`config.mk`:
```
export PLATFORM = sky130hd
export DESIGN_NAME = rc_reflectance_line_sensor_timer
export DESIGN_NICKNAME = d
export VERILOG_FILES = /design/src/rclst_pkg.sv /design/src/rc_reflectance_line_sensor_timer.sv
export VERILOG_INCLUDE_DIRS = /design/src /design/src/src
export SDC_FILE = /design/constraint.sdc
export NUM_CORES = 1
export LEC_CHECK = 0
export ABC_AREA = 0
export BUFFER_PORTS_ARGS = -buffer_cell sky130_fd_sc_hd__buf_2
export CAP_MARGIN = 25
export CORE_UTILIZATION = 54
export CTS_BUF_LIST = sky130_fd_sc_hd__clkbuf_8 sky130_fd_sc_hd__clkbuf_16
export DETAILED_ROUTE_END_ITERATION = 10
export PLACE_DENSITY = 0.8
export SLEW_MARGIN = 20
export SYNTH_ARGS = -nofsm -noshare
export SYNTH_HDL_FRONTEND = slang
export SYNTH_SLANG_ARGS = --single-unit
```
`constraint.sdc`:
```
create_clock -name i_clk -period 10.87 [get_ports i_clk]
set_input_delay 0 -clock i_clk [delete_from_list [all_inputs] [get_ports i_clk]]
set_output_delay 0 -clock i_clk [all_outputs]
set_load 0.02 [all_outputs]
```
`src/rc_reflectance_line_sensor_timer_defines.svh`:
```
// Assertion macros for the reflectance line sensor timer.
// Relies on i_clk and i_rst_n in the module that includes it.
`ifndef RC_REFLECTANCE_LINE_SENSOR_TIMER_DEFINES_SVH
`define RC_REFLECTANCE_LINE_SENSOR_TIMER_DEFINES_SVH

// same-cycle implication
`define RCLST_ASSERT_NOW(lbl, ante, cons) \
    lbl: assert property (@(posedge i_clk) disable iff (!i_rst_n) (ante) |-> (cons)) \
        else $error("rclst: same-cycle check failed");

// next-cycle implication
`define RCLST_ASSERT_NEXT(lbl, ante, cons) \
    lbl: assert property (@(posedge i_clk) disable iff (!i_rst_n) (ante) |=> (cons)) \
        else $error("rclst: next-cycle check failed");

`endif

```
`src/rclst_pkg.sv`:
```
// Shared constants and types for the reflectance line sensor timer.
// No dependencies.
package rclst_pkg;

    localparam int NUM_SENSORS = 5;
    localparam int TIME_BITS   = 12;
    localparam int GRAY_W      = 7;
    localparam int IDX_W       = 3;
    localparam int SEL_W       = $clog2(NUM_SENSORS);
    localparam int CFG_W       = NUM_SENSORS * TIME_BITS;
    localparam int REM_W       = TIME_BITS + GRAY_W;
    localparam int CNT_W       = $clog2(GRAY_W);

    localparam logic [TIME_BITS-1:0]   TIME_MAX  = {TIME_BITS{1'b1}};
    localparam logic [GRAY_W-1:0]      GRAY_FULL = GRAY_W'(100);
    localparam logic [NUM_SENSORS-1:0] ALL_SENS  = {NUM_SENSORS{1'b1}};

    localparam logic CFG_BLANK  = 1'b0;
    localparam logic CFG_BLACK  = 1'b1;
    localparam logic KIND_TICK  = 1'b0;
    localparam logic KIND_START = 1'b1;

    typedef enum logic [2:0] {
        S_IDLE,
        S_SETUP,
        S_DIV,
        S_STORE,
        S_EMIT
    } t_state;

endpackage

```
`src/rc_reflectance_line_sensor_timer.sv`:
```
// Reflectance line sensor timer: RC discharge capture and grey level conversion.
// Depends on rclst_pkg and rc_reflectance_line_sensor_timer_defines.svh.
//
// channel | direction | handshake          | payload
// in      | sink      | i_valid / o_stall  | i_kind, i_levels
// out     | source    | o_valid / i_stall  | o_gray_0..4, o_black_mask, o_max_index, o_all_blank
// cfg     | sink      | i_cfg_we           | i_cfg_idx, i_cfg_data
//
// Start and tick beats are accepted only in the idle state.
// The tick that captures the last sensor starts the grey conversion: per sensor a
// setup step, the shared restoring divider when needed, and a store step; then an
// emit step. The input stays stalled from that tick beat until the result is emitted.
// The emit step waits while i_stall holds a previous result in the output register.
// Synchronous active-low reset clears the timer, pending mask and thresholds.
`include "rc_reflectance_line_sensor_timer_defines.svh"

module rc_reflectance_line_sensor_timer
    import rclst_pkg::*;
(
    input  logic                   i_clk,
    input  logic                   i_rst_n,
    input  logic                   i_valid,
    output logic                   o_stall,
    input  logic                   i_kind,
    input  logic [NUM_SENSORS-1:0] i_levels,
    output logic                   o_valid,
    input  logic                   i_stall,
    output logic [GRAY_W-1:0]      o_gray_0,
    output logic [GRAY_W-1:0]      o_gray_1,
    output logic [GRAY_W-1:0]      o_gray_2,
    output logic [GRAY_W-1:0]      o_gray_3,
    output logic [GRAY_W-1:0]      o_gray_4,
    output logic [NUM_SENSORS-1:0] o_black_mask,
    output logic [IDX_W-1:0]       o_max_index,
    output logic                   o_all_blank,
    input  logic                   i_cfg_we,
    input  logic                   i_cfg_idx,
    input  logic [CFG_W-1:0]       i_cfg_data
);

    t_state                 r_state, n_state;
    logic [CFG_W-1:0]       r_blank, n_blank;
    logic [CFG_W-1:0]       r_black, n_black;
    logic [TIME_BITS-1:0]   r_elapsed, n_elapsed;
    logic [NUM_SENSORS-1:0] r_pend, n_pend;
    logic [TIME_BITS-1:0]   r_longest, n_longest;
    logic [IDX_W-1:0]       r_long_idx, n_long_idx;
    logic                   r_out_valid, n_out_valid;
    logic [SEL_W-1:0]       r_sel, n_sel;
    logic [CNT_W-1:0]       r_cnt, n_cnt;

    logic [TIME_BITS-1:0]   r_time [NUM_SENSORS];
    logic [TIME_BITS-1:0]   n_time [NUM_SENSORS];
    logic [GRAY_W-1:0]      r_gray [NUM_SENSORS];
    logic [GRAY_W-1:0]      n_gray [NUM_SENSORS];
    logic [GRAY_W-1:0]      r_o_gray [NUM_SENSORS];
    logic [GRAY_W-1:0]      n_o_gray [NUM_SENSORS];
    logic [NUM_SENSORS-1:0] r_mask, n_mask;
    logic [NUM_SENSORS-1:0] r_o_mask, n_o_mask;
    logic [IDX_W-1:0]       r_o_idx, n_o_idx;
    logic                   r_o_blank, n_o_blank;
    logic [REM_W-1:0]       r_rem, n_rem;
    logic [REM_W-1:0]       r_dsh, n_dsh;
    logic [GRAY_W-1:0]      r_q, n_q;

    logic                   in_go;
    logic                   emit_go;
    logic [NUM_SENSORS-1:0] cap;
    logic [IDX_W-1:0]       cap_first;
    logic [TIME_BITS-1:0]   cur_t, cur_bl, cur_bk, diff, den;
    logic [REM_W-1:0]       diff_x;
    logic                   ge;
    logic                   any_gray;

    assign o_stall = (r_state != S_IDLE);
    assign in_go   = i_valid && !o_stall;
    assign emit_go = (r_state == S_EMIT) && (!r_out_valid || !i_stall);

    assign cur_t  = r_time[r_sel];
    assign cur_bl = r_blank[r_sel*TIME_BITS +: TIME_BITS];
    assign cur_bk = r_black[r_sel*TIME_BITS +: TIME_BITS];
    assign diff   = cur_t - cur_bl;
    assign den    = cur_bk - cur_bl;
    assign diff_x = REM_W'(diff);
    assign ge     = (r_rem >= r_dsh);

    always_comb begin
        cap       = '0;
        cap_first = '0;
        any_gray  = 1'b0;
        n_state     = r_state;
        n_blank     = r_blank;
        n_black     = r_black;
        n_elapsed   = r_elapsed;
        n_pend      = r_pend;
        n_longest   = r_longest;
        n_long_idx  = r_long_idx;
        n_out_valid = r_out_valid;
        n_sel       = r_sel;
        n_cnt       = r_cnt;
        n_time      = r_time;
        n_gray      = r_gray;
        n_o_gray    = r_o_gray;
        n_mask      = r_mask;
        n_o_mask    = r_o_mask;
        n_o_idx     = r_o_idx;
        n_o_blank   = r_o_blank;
        n_rem       = r_rem;
        n_dsh       = r_dsh;
        n_q         = r_q;

        if (i_cfg_we) begin
            if (i_cfg_idx == CFG_BLANK) begin
                n_blank = i_cfg_data;
            end else begin
                n_black = i_cfg_data;
            end
        end

        if (r_out_valid && !i_stall) begin
            n_out_valid = 1'b0;
        end

        for (int i = 0; i < NUM_SENSORS; i++) begin
            if (r_gray[i] != '0) begin
                any_gray = 1'b1;
            end
        end

        case (r_state)
            S_IDLE: begin
                if (in_go) begin
                    if (i_kind == KIND_START) begin
                        n_elapsed = '0;
                        n_pend    = ALL_SENS;
                        n_longest = '0;
                    end else if (r_pend != '0) begin
                        cap = r_pend & (~i_levels | {NUM_SENSORS{r_elapsed == TIME_MAX}});
                        for (int i = NUM_SENSORS - 1; i >= 0; i--) begin
                            if (cap[i]) begin
                                n_time[i] = r_elapsed;
                                cap_first = IDX_W'(i);
                            end
                        end
                        if (cap != '0 && r_elapsed > r_longest) begin
                            n_longest  = r_elapsed;
                            n_long_idx = cap_first;
                        end
                        if (r_elapsed != TIME_MAX) begin
                            n_elapsed = r_elapsed + 1'b1;
                        end
                        n_pend = r_pend & ~cap;
                        if ((r_pend & ~cap) == '0) begin
                            n_state = S_SETUP;
                            n_sel   = '0;
                            n_mask  = '0;
                        end
                    end
                end
            end
            S_SETUP: begin
                if (cur_t > cur_bk) begin
                    n_q           = GRAY_FULL;
                    n_mask[r_sel] = 1'b1;
                    n_state       = S_STORE;
                end else if (cur_bl > cur_t || cur_bk == cur_bl) begin
                    n_q     = '0;
                    n_state = S_STORE;
                end else begin
                    // rem = 100 * (t - blank), divisor aligned to the top quotient bit
                    n_rem   = (diff_x << 6) + (diff_x << 5) + (diff_x << 2);
                    n_dsh   = REM_W'(den) << (GRAY_W - 1);
                    n_q     = '0;
                    n_cnt   = '0;
                    n_state = S_DIV;
                end
            end
            S_DIV: begin
                if (ge) begin
                    n_rem = r_rem - r_dsh;
                end
                n_q   = {r_q[GRAY_W-2:0], ge};
                n_dsh = r_dsh >> 1;
                n_cnt = r_cnt + 1'b1;
                if (r_cnt == CNT_W'(GRAY_W - 1)) begin
                    n_state = S_STORE;
                end
            end
            S_STORE: begin
                n_gray[r_sel] = r_q;
                if (r_sel == SEL_W'(NUM_SENSORS - 1)) begin
                    n_state = S_EMIT;
                end else begin
                    n_sel   = r_sel + 1'b1;
                    n_state = S_SETUP;
                end
            end
            S_EMIT: begin
                if (emit_go) begin
                    n_o_gray    = r_gray;
                    n_o_mask    = r_mask;
                    n_o_idx     = r_long_idx;
                    n_o_blank   = !any_gray;
                    n_out_valid = 1'b1;
                    n_state     = S_IDLE;
                end
            end
            default: begin
                n_state = S_IDLE;
            end
        endcase
    end

    always_ff @(posedge i_clk) begin
        if (!i_rst_n) begin
            r_state     <= S_IDLE;
            r_blank     <= '0;
            r_black     <= '0;
            r_elapsed   <= '0;
            r_pend      <= '0;
            r_longest   <= '0;
            r_long_idx  <= '0;
            r_out_valid <= 1'b0;
            r_sel       <= '0;
            r_cnt       <= '0;
        end else begin
            r_state     <= n_state;
            r_blank     <= n_blank;
            r_black     <= n_black;
            r_elapsed   <= n_elapsed;
            r_pend      <= n_pend;
            r_longest   <= n_longest;
            r_long_idx  <= n_long_idx;
            r_out_valid <= n_out_valid;
            r_sel       <= n_sel;
            r_cnt       <= n_cnt;
        end
    end

    always_ff @(posedge i_clk) begin
        r_time    <= n_time;
        r_gray    <= n_gray;
        r_o_gray  <= n_o_gray;
        r_mask    <= n_mask;
        r_o_mask  <= n_o_mask;
        r_o_idx   <= n_o_idx;
        r_o_blank <= n_o_blank;
        r_rem     <= n_rem;
        r_dsh     <= n_dsh;
        r_q       <= n_q;
    end

    assign o_valid      = r_out_valid;
    assign o_gray_0     = r_o_gray[0];
    assign o_gray_1     = r_o_gray[1];
    assign o_gray_2     = r_o_gray[2];
    assign o_gray_3     = r_o_gray[3];
    assign o_gray_4     = r_o_gray[4];
    assign o_black_mask = r_o_mask;
    assign o_max_index  = r_o_idx;
    assign o_all_blank  = r_o_blank;

    `RCLST_ASSERT_NOW(a_busy_none_pending, r_state != S_IDLE, r_pend == '0)
    `RCLST_ASSERT_NOW(a_quot_in_range, r_state == S_STORE, r_q <= GRAY_FULL)
    `RCLST_ASSERT_NEXT(a_emit_shows_beat, emit_go, o_valid && r_state == S_IDLE)
    `RCLST_ASSERT_NEXT(a_div_ends_in_store, r_state == S_DIV && r_cnt == CNT_W'(GRAY_W - 1), r_state == S_STORE)

endmodule
```
==> After elaboration in Yosys (flattened, before gate mapping) <==
Cells that the tools add are included.
W data, S select, Z words.
{ "word_totals": {"reg_bits": 351, "input_bits": 72} }
{ "classes": {"n_reduce_logical": 45, "n_mul": 1, "mux": 63, "add_sub_neg": 8, "order_cmp": 8, "eq_ne": 20, "n_bitwise": 9, "n_shift": 2} }
{ "op_table": {"columns": ["cell", "count"], "rows": [
  ["$shiftx A60 B8 Y12", 2],
  ["$mux W12", 8],
  ["$mux W19", 5],
  ["$pmux W19 S2", 2],
  ["$mux W3", 19],
  ["$bmux W12 S3", 1],
  ["$gt A12 B12 Y1", 3],
  ["$bwmux W35", 1],
  ["$mux W5", 7],
  ["$reduce_bool A7 Y1", 5],
  ["$reduce_and A5 Y1", 6],
  ["$sub A12 B12 Y12", 2],
  ["$ne A2 B2 Y1 const B", 11],
  ["$demux W7 S3", 1],
  ["$add A18 B17 Y19", 1],
  ["$add A19 B14 Y19", 1],
  ["$ge A19 B19 Y1", 1],
  ["$sub A19 B19 Y19", 1],
  ["$reduce_and A6 Y1", 3],
  ["$pmux W3 S5", 1],
  ["$mux W7", 2],
  ["$pmux W7 S2", 1],
  ["$add A12 B1 Y12 const B", 1],
  ["$eq A12 B12 Y1", 1],
  ["other kinds (31)", 70]
]} }

==> Longest topological paths before layout <==
{ "logic_depth": {"word_depth": 11, "depth_mapped": 24, "mapped_depth_nobuf": 22} }

==> Worst setup path before layout <==
Ideal clock, no wire load.
{ "synth_path": {"path_type": "reg-to-reg", "startpoint": "register r_sel[1]", "endpoint": "register r_rem[18], data pin", "period_less_slack_ps": 5672, "stages_incl_launch_ff": 23, "setup_slack_ps": 5198, "t_arrival_ps": 5402, "path_buffers": 3, "cell_sequence": "dfxtp_1 > clkbuf_1 > clkbuf_1 > clkbuf_1 > mux4_2 > a22oi_1 > ha_1 > inv_1 > fa_1 > a211oi_1 > nor2_1 > nor2_1 > inv_1 > fa_1 > inv_1 > ha_1 > fa_1 > a21o_1 > a41o_1 > nor4_1 > o31ai_1 > a211oi_1 > a21oi_1"} }
{ "synth_via": {"elab_chain_cells": 10, "elab_cells_between_ends": 12, "cone_classes": "3 x add/sub; 1 x mul; 1 x shift; 6 x mux; 1 x bitwise"} }
{ "synth_rtl": {"columns": ["element", "line", "source"], "rows": [
  ["start, declared", "rc_reflectance_line_sensor_timer.sv:49", "logic [SEL_W-1:0] r_sel, n_sel;"],
  ["start signal, assigned", "rc_reflectance_line_sensor_timer.sv:235", "r_sel <= n_sel;"],
  ["branches (longest 4 deep; another with $mul A3 B2 Y5)", null, null],
  ["$sub A12 B12 Y12 *", "rc_reflectance_line_sensor_timer.sv:82", "assign diff = cur_t - cur_bl;"],
  ["$add A18 B17 Y19", "rc_reflectance_line_sensor_timer.sv:171", "n_rem = (diff_x << 6) + (diff_x << 5) + (diff_x << 2);"],
  ["$add A19 B14 Y19 *", "rc_reflectance_line_sensor_timer.sv:171", null],
  ["$mux W19 *", "rc_reflectance_line_sensor_timer.sv:166", "end else if (cur_bl > cur_t || cur_bk == cur_bl) begin"],
  ["$mux W19 *", "rc_reflectance_line_sensor_timer.sv:162", "if (cur_t > cur_bk) begin"],
  ["$pmux W19 S2 *", "rc_reflectance_line_sensor_timer.sv:130", "case (r_state)"],
  ["via n_rem[18]", "rc_reflectance_line_sensor_timer.sv:62", "logic [REM_W-1:0] r_rem, n_rem;"],
  ["end signal, assigned", "rc_reflectance_line_sensor_timer.sv:248", "r_rem <= n_rem;"],
  ["end, declared", "rc_reflectance_line_sensor_timer.sv:62", null]
]} }
Mark *: on every way through the listed nets, which the timed path passes. The select of a mux whose other input is x is not followed.
A chain may end at the register's enable or synchronous reset.

==> Worst setup path after layout <==
{ "layout_path": {"startpoint": "register r_sel[2]", "endpoint": "register r_rem[16], data pin"} }
The elaborated chain is that of the path after synthesis.

==> metrics.md <==
| Metric | Value |
|---|---|
| Status | `complete, but fails checks` |
| Failing checks | `design-rule violations` |
| FMAX | `between 0.15 and 0.2 GHz` |
| Fin Setup TNS | `0 ps` |
| Standard-cell row count | `64` |
| Vias in the first global route | `12600` |
| Antenna violations before repair | `0` |
| Xor-xnor portion of the synthesized cell area | `under 10%` |
| Mapped Cells | `1676` |
| Drt drc | `8` |
| Largest family of logic cells by synthesized area | `simple AND/OR/NAND/NOR gates` |
| Final WL | `41600 um` |
| Fin crit share | `between 50% and 60%` |
| Final ANT Viol Nets | `0` |
| Synth-to-Final Area Change | `16.9%` |
| Hold WS | `roughly 220 ps` |
| Async set-reset flop share out of synthesis | `0%` |
| CTS tree | `done` |
| CTS Hold Bufs | `70` |
| Post CTS Setup Buffer Count | `0` |
| Clk_lat worst skew | `about 540 ps` |
| CTS buffer count | `37` |
| Complex-gate fraction of the synthesized area | `between 10% and 20%` |
| Crit path max fanout | `38` |
| Post-synth EDFFs | `between 150 and 200` |
| Critical Path Sink Type | `register` |
| Final Hold Vio Count | `0` |
| Adder-cell share of the synthesized area | `roughly 7.6%` |
| Critical path type | `register to register` |
| Data required time of the critical path | `~11000 ps` |
| Fillers | `2322` |
| Mux cell area share after synthesis | `between 5 and 6%` |
| CP Launch Type | `register` |
| Port-buffer cells | `approximately 120` |
| CTS resizes | `0` |
| Syn Std Cell Area | `17000 um2` |
| Synth Area in Simple Gates | `roughly 14%` |
| Ys flop type | `edfxtp_1` |
| Warnings, synthesis | `0` |
| Reg2Reg Setup Slack | `roughly 4400 ps` |
| Maxcap violations | `0` |
| Grt ovf | `0` |
| Clk slew on worst S/H paths | `approximately 70 ps` |
| Clock period minus worst slack | `roughly 6500 ps` |
| Root Driver | `clkbuf_16` |
| Die Width | `between 150 and 200 um` |
| Count of cell types in the netlist | `66` |
| WP data arrival | `6730 ps` |
| Die area | `about 32000 um2` |
| Final instance count without filler cells | `2258` |
| Clock Sinks | `350` |
| Via/cell ratio | `between 5 and 6` |
| Largest net degree at the start of global routing | `between 80 and 90` |
| Final setup fails | `0` |
| Fin util | `64.6%` |
| GRT Util Overall | `between 20% and 30%` |
| Max Transition Viols Final | `0` |
| Slew Limit Headroom | `roughly a third` |
| Dpl cells | `around 2100` |
| GP Congestion | `approximately 0.95` |
| Core Footprint | `slightly above 30000 um2` |
| RSZ-0062 raised after global routing | `false` |
| Layout cells sized above 1 | `a little over an eighth` |
| Initial Utilization | `55.2%` |
| Routed WL per cell | `~18 um` |
| Hold/Removal Path Class | `input port to register` |
| Syn Nets | `around 1800` |
| Inserted Diodes | `0` |
| Slew of the pin with the lowest slew margin | `981 ps` |
| First-pass GRT wire length | `approximately 66000 um` |
| #FFs+latches synth | `350` |
| Syn Area/Cell | `about 10 um2` |
| PwrDens | `199 nW/um2` |
| Clock Path Buffers | `3` |
| # IOs | `between 100 and 150` |
| Register area share after synthesis | `a little over half` |
| Setup Skew | `between 20 and 25 ps` |
| Iteration-0 DRC Markers | `around 1200` |
| Chip height | `between 150 and 200 um` |
| Nets | `around 2000` |
| Leak pwr | `about 7.6 nW` |
| Via count | `13100` |
| CTS H-tree depth | `2` |
| DP HPWL | `approximately 28000 um` |
| Peak VDD IR | `between 0.1 and 0.15 mV` |
| Drt first pass iters | `9` |
[layer usage]
metal,GRT usage [%],up-vias,share of wire (%)
li1,-,6272,-
met1,33.8,6320,42
met2,44.1,461,49
met3,4.56,87,6.2
met4,7.56,0,2.6
met5,0,-,0
[state kept, by name (all words and copies together) (netlist names), 12 cells and up]
register   flops
r_gray        35
r_dsh         18
r_blank       60
r_longest     12
r_time        60
r_elapsed     12
r_black       60
r_rem         19
[Yosys cell counts (3+ instances only)]
library cell / number / area, um2
a211o_1: 3 / 26.3
a211oi_1: 9 / 67.6
a21o_1: 22 / 165
a21oi_1: 211 / 1060
a22o_1: 12 / 105
a22oi_1: 12 / 90.1
a31o_2: 3 / 26.3
a31oi_1: 9 / 56.3
a41oi_1: 3 / 26.3
and2_1: 6 / 37.5
and3_1: 5 / 31.3
buf_1: 7 / 26.3
clkbuf_1: 75 / 282
dfxtp_1: 162 / 3240
edfxtp_1: 188 / 5650
fa_1: 8 / 160
ha_1: 90 / 1130
inv_1: 72 / 270
mux2_2: 13 / 146
mux2i_1: 14 / 140
mux4_2: 25 / 563
nand2_1: 342 / 1280
nand2b_1: 15 / 93.8
nand3_1: 19 / 95.1
nand3b_1: 4 / 30.0
nand4_1: 18 / 113
nor2_1: 94 / 353
nor2b_1: 7 / 43.8
nor3_1: 18 / 90.1
nor4_1: 13 / 81.3
o211ai_1: 9 / 67.6
o21a_1: 25 / 188
o21ai_0: 39 / 195
o21ai_1: 14 / 70.1
o21bai_1: 4 / 30.0
o31ai_1: 6 / 45.0
o41ai_1: 3 / 26.3
or2_2: 3 / 18.8
or3_1: 3 / 18.8
xnor2_1: 35 / 307
xor2_1: 26 / 228
[final cells by class]
| type | instances | area (um2) | area share (%) |
|---|---|---|---|
| Multi-Input combinational cell | 1168 | 7510 | 37.8 |
| Tap cell | 396 | 495 | 2.50 |
| Timing Repair Buffer | 204 | 1440 | 7.26 |
| Clock inverter | 27 | 230 | 1.16 |
| Inverter | 73 | 290 | 1.46 |
| Sequential cell | 350 | 8890 | 44.8 |
| Clock buffer | 40 | 990 | 4.99 |
[cell families (layout without fill, tap and decap cells)]
family,Yosys count,in the layout
AND/OR/NAND/NOR,560,560
AO/OA/AOI/OAI,397,397
flip-flops,350,350
buffers and inverters,158,344
adder cells (fa/ha/maj),98,98
XOR/XNOR,61,61
multiplexers,52,52
[path summary, 6_finish.rpt]
check | start | to | depth (start not counted)
max | r_sel[2] | r_rem[16] | 22
min | i_cfg_idx | r_blank[13] | 5
max reg2reg | r_sel[2] | r_rem[16] | 22
min reg2reg | r_long_idx[1] | o_max_index[1] | 0
[critical path: stages (launching register included)]
cell and delay, ps:
dfxtp_1 780, inv_1 620, nor3_2 300, buf_4 360, a22o_1 240, ha_1 170, inv_1 60, fa_1 430
a211oi_1 310, nor2_1 110, nor2_1 170, inv_1 130, fa_1 540, inv_1 40, ha_1 230, fa_1 410
a21o_1 190, a41o_1 250, nor4_1 320, o31ai_1 190, xor2_1 170, nor2_1 100, a21oi_1 50
[power by group]
group	switching, W	internal, W
clock network	0.000526	0.000713
registers	0.0000803	0.00157
logic	0.000637	0.000411
[through the flow]
stage	instance area, um2	setup slack (ps)	power, W
after global routing	19800	4030	0.00414
after CTS	19800	4520	0.00394
after detailed placement	17900	4530	0.00269
final	19800	4400	0.00394
after global placement	17900	4610	0.00266
after floorplan	17000	5200	0.00242
[cell usage in the layout (no fill, tap or decap), types with 9 or more instances in the layout]
master,netlist,routed
a22oi_1,12,12
o21ai_1,14,14
nor2_1,94,91
nand2b_1,15,14
nand4_1,18,18
o21a_1,25,25
a21oi_1,211,210
dlygate4sd3_1,0,70
buf_4,0,13
mux2_2,13,13
a211oi_1,9,9
mux2i_1,14,14
clkbuf_16,0,39
nand3_1,19,19
nor4_1,13,13
o211ai_1,9,9
edfxtp_1,188,188
dfxtp_1,162,160
a22o_1,12,12
xor2_1,26,26
a21o_1,22,22
nor3_1,18,17
ha_1,90,90
xnor2_1,35,35
mux4_2,25,25
buf_2,2,119
inv_1,72,80
o21ai_0,39,39
nand2_1,342,341
Power figures use the tool's default switching activity.
